## src/rtl/plx_pkg.sv

```systemverilog
// ----------------------------------------------------------------------------
// plx_pkg
// Shared types, token classes, character codes and tables for the scanner.
// ----------------------------------------------------------------------------
package plx_pkg;

  typedef enum logic [2:0] {
    M_IDLE,
    M_WORD,
    M_NUM,
    M_COLON,
    M_LESS,
    M_GREATER,
    M_CHARLIT,
    M_STRLIT
  } mode_e;

  typedef struct packed {
    logic [5:0]  cls;
    logic [7:0]  len;
    logic [15:0] line;
    logic [15:0] col;
  } token_t;

  // Tokens completed by one item, in order; cnt is 0, 1 or 2.
  typedef struct packed {
    logic [1:0] cnt;
    token_t     tok0;
    token_t     tok1;
  } push_t;

  localparam logic [5:0] C_IDENT     = 6'd20;
  localparam logic [5:0] C_NUMBER    = 6'd21;
  localparam logic [5:0] C_CHARACTER = 6'd22;
  localparam logic [5:0] C_STRING    = 6'd23;
  localparam logic [5:0] C_ASSIGN    = 6'd24;
  localparam logic [5:0] C_LEQ       = 6'd25;
  localparam logic [5:0] C_NEQ       = 6'd26;
  localparam logic [5:0] C_GEQ       = 6'd27;
  localparam logic [5:0] C_PERIOD    = 6'd28;
  localparam logic [5:0] C_COMMA     = 6'd29;
  localparam logic [5:0] C_SIGQUOTE  = 6'd30;
  localparam logic [5:0] C_LBRACK    = 6'd31;
  localparam logic [5:0] C_RBRACK    = 6'd32;
  localparam logic [5:0] C_LPAREN    = 6'd33;
  localparam logic [5:0] C_RPAREN    = 6'd34;
  localparam logic [5:0] C_COLON     = 6'd35;
  localparam logic [5:0] C_EQUAL     = 6'd36;
  localparam logic [5:0] C_LESS      = 6'd37;
  localparam logic [5:0] C_GREATER   = 6'd38;
  localparam logic [5:0] C_SEMI      = 6'd39;
  localparam logic [5:0] C_DOUQUOTE  = 6'd40;
  localparam logic [5:0] C_PLUS      = 6'd41;
  localparam logic [5:0] C_MINUS     = 6'd42;
  localparam logic [5:0] C_STAR      = 6'd43;
  localparam logic [5:0] C_SLASH     = 6'd44;
  localparam logic [5:0] C_UNKNOWN   = 6'd45;

  localparam logic [7:0] CH_SPACE  = 8'h20;
  localparam logic [7:0] CH_TAB    = 8'h09;
  localparam logic [7:0] CH_LF     = 8'h0A;
  localparam logic [7:0] CH_CR     = 8'h0D;
  localparam logic [7:0] CH_PERIOD = 8'h2E;
  localparam logic [7:0] CH_COMMA  = 8'h2C;
  localparam logic [7:0] CH_SQUOTE = 8'h27;
  localparam logic [7:0] CH_LBRACK = 8'h5B;
  localparam logic [7:0] CH_RBRACK = 8'h5D;
  localparam logic [7:0] CH_LPAREN = 8'h28;
  localparam logic [7:0] CH_RPAREN = 8'h29;
  localparam logic [7:0] CH_COLON  = 8'h3A;
  localparam logic [7:0] CH_EQUAL  = 8'h3D;
  localparam logic [7:0] CH_LESS   = 8'h3C;
  localparam logic [7:0] CH_GREAT  = 8'h3E;
  localparam logic [7:0] CH_SEMI   = 8'h3B;
  localparam logic [7:0] CH_DQUOTE = 8'h22;
  localparam logic [7:0] CH_PLUS   = 8'h2B;
  localparam logic [7:0] CH_MINUS  = 8'h2D;
  localparam logic [7:0] CH_STAR   = 8'h2A;
  localparam logic [7:0] CH_SLASH  = 8'h2F;
  localparam logic [7:0] CH_0      = 8'h30;
  localparam logic [7:0] CH_9      = 8'h39;
  localparam logic [7:0] CH_LA     = 8'h61;
  localparam logic [7:0] CH_LZ     = 8'h7A;
  localparam logic [7:0] CH_UA     = 8'h41;
  localparam logic [7:0] CH_UZ     = 8'h5A;

  localparam int NUM_KW = 20;
  localparam int KW_MAX = 9;

  // Padded with spaces; only the first KW_LEN characters are compared.
  localparam logic [8*KW_MAX-1:0] KW_TEXT [NUM_KW] = '{
    "procedure", "function ", "const    ", "var      ", "array    ",
    "of       ", "integer  ", "char     ", "begin    ", "end      ",
    "if       ", "then     ", "else     ", "case     ", "read     ",
    "write    ", "for      ", "downto   ", "to       ", "do       "
  };

  localparam int KW_LEN [NUM_KW] = '{
    9, 8, 5, 3, 5, 2, 7, 4, 5, 3, 2, 4, 4, 4, 4, 5, 3, 6, 2, 2
  };

  function automatic logic is_blank(input logic [7:0] b);
    return (b == CH_SPACE) || (b == CH_TAB) || (b == CH_LF) || (b == CH_CR);
  endfunction

  function automatic logic is_digit(input logic [7:0] b);
    return (b >= CH_0) && (b <= CH_9);
  endfunction

  function automatic logic is_letter(input logic [7:0] b);
    return ((b >= CH_LA) && (b <= CH_LZ)) || ((b >= CH_UA) && (b <= CH_UZ));
  endfunction

  function automatic logic [5:0] symbol_class(input logic [7:0] b);
    logic [5:0] c;
    case (b)
      CH_PERIOD: c = C_PERIOD;
      CH_COMMA:  c = C_COMMA;
      CH_SQUOTE: c = C_SIGQUOTE;
      CH_LBRACK: c = C_LBRACK;
      CH_RBRACK: c = C_RBRACK;
      CH_LPAREN: c = C_LPAREN;
      CH_RPAREN: c = C_RPAREN;
      CH_COLON:  c = C_COLON;
      CH_EQUAL:  c = C_EQUAL;
      CH_LESS:   c = C_LESS;
      CH_GREAT:  c = C_GREATER;
      CH_SEMI:   c = C_SEMI;
      CH_DQUOTE: c = C_DOUQUOTE;
      CH_PLUS:   c = C_PLUS;
      CH_MINUS:  c = C_MINUS;
      CH_STAR:   c = C_STAR;
      CH_SLASH:  c = C_SLASH;
      default:   c = C_UNKNOWN;
    endcase
    return c;
  endfunction

endpackage

```

## src/rtl/pascal_subset_lexer.sv

```systemverilog
// ----------------------------------------------------------------------------
// pascal_subset_lexer
// Streaming scanner for a small Pascal-like language.
// ----------------------------------------------------------------------------
// Takes one source byte (or an end-of-input flush) per item, one item per
// clock while input ready is high, and returns tokens with class, saturating
// length, start line and start column. The scan state updates in the
// accepting cycle; completed tokens go into a four-entry result queue that
// hands out one token per cycle while the output is ready, so the output
// port sets the sustained rate. Input ready drops while the queue holds
// three or more tokens.
module pascal_subset_lexer
  import plx_pkg::*;
#(
  parameter int KEYWORD_CHARS = 9,
  parameter int MAX_TOKEN_LEN = 255
) (
  input  logic        clk_i,
  input  logic        rst_ni,
  input  logic        in_valid_i,
  output logic        in_ready_o,
  input  logic [7:0]  in_byte_i,
  input  logic        end_of_input_i,
  output logic        out_valid_o,
  input  logic        out_ready_i,
  output logic [5:0]  token_class_o,
  output logic [7:0]  token_length_o,
  output logic [15:0] start_line_o,
  output logic [15:0] start_column_o,
  output logic        last_of_run_o
);

  logic   accept;
  push_t  push;
  token_t tok;

  assign accept = in_valid_i && in_ready_o;

  plx_scan #(
    .KEYWORD_CHARS(KEYWORD_CHARS),
    .MAX_TOKEN_LEN(MAX_TOKEN_LEN)
  ) u_scan (
    .clk_i,
    .rst_ni,
    .accept_i       (accept),
    .in_byte_i,
    .end_of_input_i,
    .push_o         (push)
  );

  plx_outq u_outq (
    .clk_i,
    .rst_ni,
    .push_en_i (accept),
    .push_i    (push),
    .room_o    (in_ready_o),
    .valid_o   (out_valid_o),
    .ready_i   (out_ready_i),
    .tok_o     (tok),
    .last_o    (last_of_run_o)
  );

  assign token_class_o  = tok.cls;
  assign token_length_o = tok.len;
  assign start_line_o   = tok.line;
  assign start_column_o = tok.col;

endmodule

```

## src/rtl/plx_scan.sv

```systemverilog
// ----------------------------------------------------------------------------
// plx_scan
// Scanner state and single-pass token logic: one byte or flush per item,
// up to two completed tokens handed to the result queue in the same cycle.
// ----------------------------------------------------------------------------
module plx_scan
  import plx_pkg::*;
#(
  parameter int KEYWORD_CHARS = 9,
  parameter int MAX_TOKEN_LEN = 255
) (
  input  logic       clk_i,
  input  logic       rst_ni,
  input  logic       accept_i,
  input  logic [7:0] in_byte_i,
  input  logic       end_of_input_i,
  output push_t      push_o
);

  localparam int RLW = $clog2(MAX_TOKEN_LEN + 1);
  localparam int IW  = $clog2(KEYWORD_CHARS);

  mode_e            mode_q, mode_d;
  logic [RLW-1:0]   rl_q, rl_d;
  logic [15:0]      tl_q, tl_d, tc_q, tc_d;
  logic [15:0]      cl_q, cl_d, cc_q, cc_d;
  logic [1:0]       qf_q, qf_d;  // bit0 single-quote open, bit1 double-quote open
  logic [7:0]       wbuf_q [KEYWORD_CHARS];

  logic             buf_we;
  logic [IW-1:0]    buf_idx;

  logic [15:0]      line_n, col_n;
  logic [RLW-1:0]   rl_grow;
  logic [5:0]       word_cls, pend_cls;
  token_t           pend_tok;

  // Outcome of a byte seen with no run in progress
  logic [1:0]       ib_cnt;
  token_t           ib_t0, ib_t1;
  logic             ib_start, ib_wbuf0;
  mode_e            ib_mode;
  logic [1:0]       ib_qf;

  always_comb begin
    line_n = cl_q;
    col_n  = cc_q;
    if (in_byte_i == CH_LF) begin
      if (cl_q != 16'hFFFF) line_n = cl_q + 16'd1;
      col_n = '0;
    end else if (cc_q != 16'hFFFF) begin
      col_n = cc_q + 16'd1;
    end
  end

  assign rl_grow = (rl_q < RLW'(MAX_TOKEN_LEN)) ? rl_q + RLW'(1) : rl_q;

  // Parallel keyword compare; the lowest matching index wins.
  always_comb begin
    logic hit;
    word_cls = C_IDENT;
    for (int k = NUM_KW - 1; k >= 0; k--) begin
      hit = (int'(rl_q) == KW_LEN[k]);
      for (int i = 0; i < KW_MAX; i++) begin
        if ((i < KW_LEN[k]) && (wbuf_q[i] != KW_TEXT[k][8*(KW_MAX-1-i) +: 8])) hit = 1'b0;
      end
      if (hit) word_cls = 6'(k);
    end
  end

  always_comb begin
    case (mode_q)
      M_WORD:    pend_cls = word_cls;
      M_NUM:     pend_cls = C_NUMBER;
      M_COLON:   pend_cls = C_COLON;
      M_LESS:    pend_cls = C_LESS;
      M_GREATER: pend_cls = C_GREATER;
      M_CHARLIT: pend_cls = C_CHARACTER;
      M_STRLIT:  pend_cls = C_STRING;
      default:   pend_cls = C_UNKNOWN;
    endcase
  end

  assign pend_tok = '{cls: pend_cls, len: 8'(rl_q), line: tl_q, col: tc_q};

  always_comb begin
    logic single;
    logic [7:0] qch;
    single   = qf_q[0];
    qch      = single ? CH_SQUOTE : CH_DQUOTE;
    ib_cnt   = 2'd0;
    ib_t0    = '0;
    ib_t1    = '0;
    ib_start = 1'b0;
    ib_wbuf0 = 1'b0;
    ib_mode  = M_IDLE;
    ib_qf    = qf_q;
    if (qf_q != 2'b00) begin
      if (is_blank(in_byte_i)) begin
        ib_cnt = 2'd0;
      end else if (in_byte_i == qch) begin
        // empty literal, then the closing quote
        ib_cnt = 2'd2;
        ib_t0  = '{cls: single ? C_CHARACTER : C_STRING, len: 8'd0, line: line_n, col: col_n};
        ib_t1  = '{cls: single ? C_SIGQUOTE : C_DOUQUOTE, len: 8'd1, line: line_n, col: col_n};
        ib_qf  = 2'b00;
      end else begin
        ib_start = 1'b1;
        ib_mode  = single ? M_CHARLIT : M_STRLIT;
      end
    end else if (is_blank(in_byte_i)) begin
      ib_cnt = 2'd0;
    end else if (is_letter(in_byte_i)) begin
      ib_start = 1'b1;
      ib_mode  = M_WORD;
      ib_wbuf0 = 1'b1;
    end else if (is_digit(in_byte_i)) begin
      ib_start = 1'b1;
      ib_mode  = M_NUM;
    end else if (in_byte_i == CH_COLON) begin
      ib_start = 1'b1;
      ib_mode  = M_COLON;
    end else if (in_byte_i == CH_LESS) begin
      ib_start = 1'b1;
      ib_mode  = M_LESS;
    end else if (in_byte_i == CH_GREAT) begin
      ib_start = 1'b1;
      ib_mode  = M_GREATER;
    end else begin
      ib_cnt = 2'd1;
      ib_t0  = '{cls: symbol_class(in_byte_i), len: 8'd1, line: line_n, col: col_n};
      if (in_byte_i == CH_SQUOTE) ib_qf = 2'b01;
      else if (in_byte_i == CH_DQUOTE) ib_qf = 2'b10;
    end
  end

  always_comb begin
    logic use_idle;
    logic [5:0] op_cls;
    logic lit_single;
    use_idle   = 1'b0;
    op_cls     = C_UNKNOWN;
    lit_single = (mode_q == M_CHARLIT);
    mode_d     = mode_q;
    rl_d       = rl_q;
    tl_d       = tl_q;
    tc_d       = tc_q;
    cl_d       = cl_q;
    cc_d       = cc_q;
    qf_d       = qf_q;
    buf_we     = 1'b0;
    buf_idx    = '0;
    push_o     = '0;

    if (end_of_input_i) begin
      if (mode_q != M_IDLE) begin
        push_o.cnt  = 2'd1;
        push_o.tok0 = pend_tok;
      end
      mode_d = M_IDLE;
      qf_d   = 2'b00;
    end else begin
      cl_d = line_n;
      cc_d = col_n;
      case (mode_q)
        M_WORD: begin
          if (is_letter(in_byte_i) || is_digit(in_byte_i)) begin
            if (int'(rl_q) < KEYWORD_CHARS) begin
              buf_we  = 1'b1;
              buf_idx = rl_q[IW-1:0];
            end
            rl_d = rl_grow;
          end else begin
            use_idle = 1'b1;
          end
        end
        M_NUM: begin
          if (is_digit(in_byte_i)) rl_d = rl_grow;
          else use_idle = 1'b1;
        end
        M_COLON, M_LESS, M_GREATER: begin
          if (in_byte_i == CH_EQUAL) begin
            op_cls = (mode_q == M_COLON) ? C_ASSIGN : (mode_q == M_LESS) ? C_LEQ : C_GEQ;
          end else if ((in_byte_i == CH_GREAT) && (mode_q == M_LESS)) begin
            op_cls = C_NEQ;
          end
          if (op_cls != C_UNKNOWN) begin
            mode_d      = M_IDLE;
            push_o.cnt  = 2'd1;
            push_o.tok0 = '{cls: op_cls, len: 8'd2, line: tl_q, col: tc_q};
          end else begin
            use_idle = 1'b1;
          end
        end
        M_CHARLIT, M_STRLIT: begin
          if (in_byte_i == (lit_single ? CH_SQUOTE : CH_DQUOTE)) begin
            mode_d      = M_IDLE;
            qf_d        = 2'b00;
            push_o.cnt  = 2'd2;
            push_o.tok0 = pend_tok;
            push_o.tok1 = '{cls: lit_single ? C_SIGQUOTE : C_DOUQUOTE, len: 8'd1,
                            line: line_n, col: col_n};
          end else begin
            rl_d = rl_grow;
          end
        end
        default: begin
          push_o.cnt  = ib_cnt;
          push_o.tok0 = ib_t0;
          push_o.tok1 = ib_t1;
        end
      endcase

      // A run ended by this byte goes first, then whatever the byte gives.
      if (use_idle) begin
        mode_d      = M_IDLE;
        push_o.cnt  = 2'd1 + ib_cnt;
        push_o.tok0 = pend_tok;
        push_o.tok1 = ib_t0;
      end

      if ((mode_q == M_IDLE) || use_idle) begin
        qf_d = ib_qf;
        if (ib_start) begin
          mode_d = ib_mode;
          rl_d   = RLW'(1);
          tl_d   = line_n;
          tc_d   = col_n;
        end
        if (ib_wbuf0) begin
          buf_we  = 1'b1;
          buf_idx = '0;
        end
      end
    end
  end

  always_ff @(posedge clk_i or negedge rst_ni) begin
    if (!rst_ni) begin
      mode_q <= M_IDLE;
      rl_q   <= '0;
      tl_q   <= 16'd1;
      tc_q   <= '0;
      cl_q   <= 16'd1;
      cc_q   <= '0;
      qf_q   <= 2'b00;
    end else if (accept_i) begin
      mode_q <= mode_d;
      rl_q   <= rl_d;
      tl_q   <= tl_d;
      tc_q   <= tc_d;
      cl_q   <= cl_d;
      cc_q   <= cc_d;
      qf_q   <= qf_d;
    end
  end

  always_ff @(posedge clk_i) begin
    if (accept_i && buf_we) wbuf_q[buf_idx] <= in_byte_i;
  end

endmodule

```

## src/rtl/plx_outq.sv

```systemverilog
// ----------------------------------------------------------------------------
// plx_outq
// Four-entry result queue: takes up to two tokens per cycle, pops one when ready.
// ----------------------------------------------------------------------------
module plx_outq
  import plx_pkg::*;
(
  input  logic   clk_i,
  input  logic   rst_ni,
  input  logic   push_en_i,
  input  push_t  push_i,
  output logic   room_o,
  output logic   valid_o,
  input  logic   ready_i,
  output token_t tok_o,
  output logic   last_o
);

  token_t     mem_q  [4];
  logic       last_q [4];
  logic [1:0] wr_q, rd_q;
  logic [2:0] cnt_q, cnt_d;
  logic [1:0] n_push;
  logic       pop;

  assign n_push  = push_en_i ? push_i.cnt : 2'd0;
  assign valid_o = (cnt_q != 3'd0);
  assign pop     = valid_o && ready_i;
  assign room_o  = (cnt_q <= 3'd2);  // space for the two tokens an item may give
  assign tok_o   = mem_q[rd_q];
  assign last_o  = last_q[rd_q];
  assign cnt_d   = cnt_q + 3'(n_push) - 3'(pop);

  always_ff @(posedge clk_i or negedge rst_ni) begin
    if (!rst_ni) begin
      wr_q  <= '0;
      rd_q  <= '0;
      cnt_q <= '0;
    end else begin
      wr_q  <= wr_q + n_push;
      rd_q  <= rd_q + 2'(pop);
      cnt_q <= cnt_d;
    end
  end

  always_ff @(posedge clk_i) begin
    if (n_push != 2'd0) begin
      mem_q[wr_q]  <= push_i.tok0;
      last_q[wr_q] <= (n_push == 2'd1);
    end
    if (n_push == 2'd2) begin
      mem_q[wr_q + 2'd1]  <= push_i.tok1;
      last_q[wr_q + 2'd1] <= 1'b1;
    end
  end

endmodule

```

## config.mk

```make
export PLATFORM = sky130hd
export DESIGN_NAME = pascal_subset_lexer
export DESIGN_NICKNAME = d
export VERILOG_FILES = /design/src/rtl/plx_pkg.sv /design/src/rtl/pascal_subset_lexer.sv /design/src/rtl/plx_scan.sv /design/src/rtl/plx_outq.sv
export SDC_FILE = /design/constraint.sdc
export NUM_CORES = 1
export LEC_CHECK = 0
export BUFFER_PORTS_ARGS = -buffer_cell sky130_fd_sc_hd__buf_2
export CAP_MARGIN = 20
export CORE_UTILIZATION = 50
export DETAILED_ROUTE_END_ITERATION = 10
export PLACE_DENSITY = 0.69
export SYNTH_ARGS = -nofsm -noshare
export SYNTH_HDL_FRONTEND = slang
export SYNTH_HIERARCHICAL = 1
export SYNTH_SLANG_ARGS = --single-unit
export TNS_END_PERCENT = 20
```

## constraint.sdc

```tcl
create_clock -name clk_i -period 4.8 [get_ports clk_i]
set_input_delay 0 -clock clk_i [delete_from_list [all_inputs] [get_ports clk_i]]
set_output_delay 0 -clock clk_i [all_outputs]
set_load 0.01 [all_outputs]
```

==> run_results.csv <==
group,metric,value,unit
cts,cts_buffers,38,
sta,worst_pin_slew,1.06,ns
routing,ant_nets,0,
worst_setup_path,critical_path.endpoint,"u_outq/mem_q[3][39]",
cts,post_cts_buffers,0,
logic_synthesis,yosysTopAreaCell,"edfxtp_1",
cts,clk_pin_slew,0.06,ns
floorplanning,die_height,199,um
logic_synthesis,synth-edff-count,256,
cts,cts_root_buf,"clkbuf_16",
sta,fin_tns_setup,0,ns
global_routing,grt_pass1_vias,13100,
worst_setup_path,r2r_start,"u_scan/mode_q[0]",
logic_synthesis,ys_seq_area_share,51.1,%
logic_synthesis,synthArstFlopShare,24.4,%
logic_synthesis,netlist.area_leader.share,39.8,%
routing,drtPass1Iterations,5,
cts,holdBufCountCts,11,
global_routing,grt_remaining_overflow,0,
routing,drc_errors,0,
routing,wl_per_cell,22.5,um
global_routing,grt_use_total,25.0,%
sta,setup_violations,0,
worst_hold_path,whs_path_depth,3,
cts,htree_levels,2,
worst_setup_path,worst-r2r-setup-slack,0.73,ns
cells_and_area,syn2layout_area_growth,10.8,%
floorplanning,core,37800,sq um
cts,cts_tree,"done",
pwr,peakVddDrop,0.000335,V
sta,max_slew_margin,29.5,%
routing,wl,48.2,mm
cts,cts.sinks,344,
sta,min_period,4.07,ns
worst_setup_path,start_kind,"register",
logic_synthesis,synth_area,19300,sq um
routing,avgViaCountPerCell,6.17,
global_routing,grt_max_degree,59,
logic_synthesis,synth_cells,1546,
worst_setup_path,cp.arrival,4.25,ns
cells_and_area,mostFrequentLayoutCells,"edfxtp_1, mux2_2, nand2_1",
global_routing,grt_pass1_wl,75.8,mm
placed_design,port_buffers,61,
logic_synthesis,ys_ff_latch,344,
sta,rsz0062_at_grt,"false",
floorplanning,initial_utilization,51.1,%
pwr,p_leak,7.69,nW
sta,fmax,246,MHz
flow_run,maxCapViolCount,0,
logic_synthesis,synthTopCellsByArea,"edfxtp_1, dfrtp_1, mux2_2",
worst_hold_path,min_path_type,"in -> reg",
routing,vias,13300,
floorplanning,ios,62,
cells_and_area,n_fill_cell,3151,
run_status,status,"complete, no violations",
worst_setup_path,worst_r2r_endpoint,"u_outq/mem_q[3][39]",
pwr,finalPower,9.00,mW
floorplanning,rows,71,
sta,hold_violations,0,
cts,post_cts.resized_instances,0,
worst_setup_path,path_max_fanout,30,
placed_design,hpwl,32.1,mm
cts,clock_latency,0.56,ns
global_routing,antenna_found_initial,1,
pwr,powerDensity,420,nW/um^2
worst_setup_path,startpoint,"u_scan/mode_q[0]",
sta,whs,0.0737,ns
cells_and_area,diodes,0,
worst_setup_path,cp.required,4.98,ns
logic_synthesis,yosysWarnings,6,
floorplanning,die-width,199,um
sta,clock_skew,0.0212,ns
logic_synthesis,yosysUniqueCellTypes,105,
sta,fin_crit_sh,84.7,%
worst_setup_path,setup.worst_path.end_class,"register",
cells_and_area,drive_above_1_share,28.5,%
logic_synthesis,syn_avg_cell_area,12.5,sq um
placed_design,gp_congestion,0.978,
cells_and_area,final_nets,1630,
cts,clk_path_buf_depth,3,
logic_synthesis,synth_top_flop_cell,"edfxtp_1",
worst_setup_path,worst-setup-path-type,"reg -> reg",
cells_and_area,final_common_cell,"edfxtp_1",
routing,drt_iter0_drc,1029,
floorplanning,die_area,39400,sq um
sta,finalMaxSlewViolations,0,
worst_setup_path,reg2regPathDepth,11,
==> worst max-delay path, stage by stage (launching register included) <==
cell     delay (ns)
dfrtp_1        0.57
nor3b_1        0.38
o21ai_0        0.16
a21oi_2        0.17
o32ai_2        0.12
buf_4          0.21
a31oi_1        0.31
o31ai_4        0.13
inv_1          0.28
mux2i_1        0.24
nor2_4         0.56
buf_4          0.55
==> flip-flops by register name, summed over array words and instances (netlist names), 4 cells and up <==
| name | cells |
|---|---|
| u_scan/cc_q | 16 |
| u_scan/cl_q | 16 |
| u_outq/last_q | 4 |
| u_scan/wbuf_q | 72 |
| u_scan/rl_q | 8 |
| u_outq/mem_q | 184 |
| u_scan/tc_q | 16 |
| u_scan/tl_q | 16 |
==> per-layer routing <==
metal,track usage [%],share of wire [%],routed length [um]
met5,0,0.023,11
met4,7.75,2.5,1210
met2,43.0,50,24000
met1,32.8,43,20600
met3,3.17,5.0,2430
==> worst min-delay path by stage <==
stage,from,endpoint
final,end_of_input_i,u_scan/mode_q[0]
after global routing,in_byte_i[1],u_scan/wbuf_q[5][1]
after CTS,end_of_input_i,u_scan/mode_q[0]
after detailed placement,rst_ni,u_scan/tl_q[2]
after global placement,rst_ni,u_scan/tl_q[2]
after floorplan,rst_ni,u_outq/cnt_q[0]
==> stage by stage <==
stage | utilization [%] | setup WS, ns | instances | instance area [sq um]
2_1_floorplan | - | 0.0664 | 1552 | 19300
3_3_place_gp | 53.0 | 0.946 | 2065 | 20100
3_5_place_dp | 53.0 | 0.821 | 2065 | 20100
4_1_cts | 56.6 | 0.781 | 2146 | 21400
5_1_grt | 56.6 | 0.547 | 2147 | 21400
6_report | 56.6 | 0.735 | 2147 | 21400
==> logic make-up after synthesis <==
kind of cell             after synthesis  synth area share (%)
XOR/XNOR                              41                  1.86
buffers and inverters                124                  3.61
AO/OA/AOI/OAI                        244                  9.80
multiplexers                         238                  17.4
AND/OR/NAND/NOR                      543                  15.5
other                                  1                0.0194
adder cells (fa/ha/maj)               11                 0.751
flip-flops                           344                  51.1
==> synthesized netlist by cell type, drive strengths merged, types with 5 or more instances <==
library cell	n
or2	5
nor2b	26
nand3b	7
ha	10
dfrtp	82
and4b	7
nand4b	9
or3	7
a32oi	5
and4	8
and2	15
nor3b	9
a22oi	5
o2bb2ai	34
nand3	39
xnor2	24
edfxtp	256
mux4	47
inv	25
a211oi	5
o22ai	6
nand4	48
nand2	135
o21ai	89
nor2	101
and3	14
nand2b	19
a21oi	29
xor2	17
mux2i	5
mux2	186
clkbuf	33
a31oi	11
buf	66
nor4bb	17
nor3	29
or4	6
nor4	27
o211ai	5
a21o	5
==> area by class of cell <==
cell class | count | area [sq um] | share of cell area, %
Clock buffer | 52 | 1060 | 4.97
Timing Repair Buffer | 113 | 761 | 3.55
Clock inverter | 18 | 166 | 0.777
Tap cell | 511 | 639 | 2.99
Sequential cell | 344 | 9880 | 46.1
Multi-Input combinational cell | 1084 | 8810 | 41.2
Inverter | 25 | 93.8 | 0.438
==> report_power, final <==
part           internal (mW)  total, mW  switching, mW
Combinational           1.08       2.40           1.33
Clock                   1.68       2.87           1.20
Sequential              3.48       3.72          0.239
Total                   6.23       9.00           2.76
(Power assumes the default switching activity.)
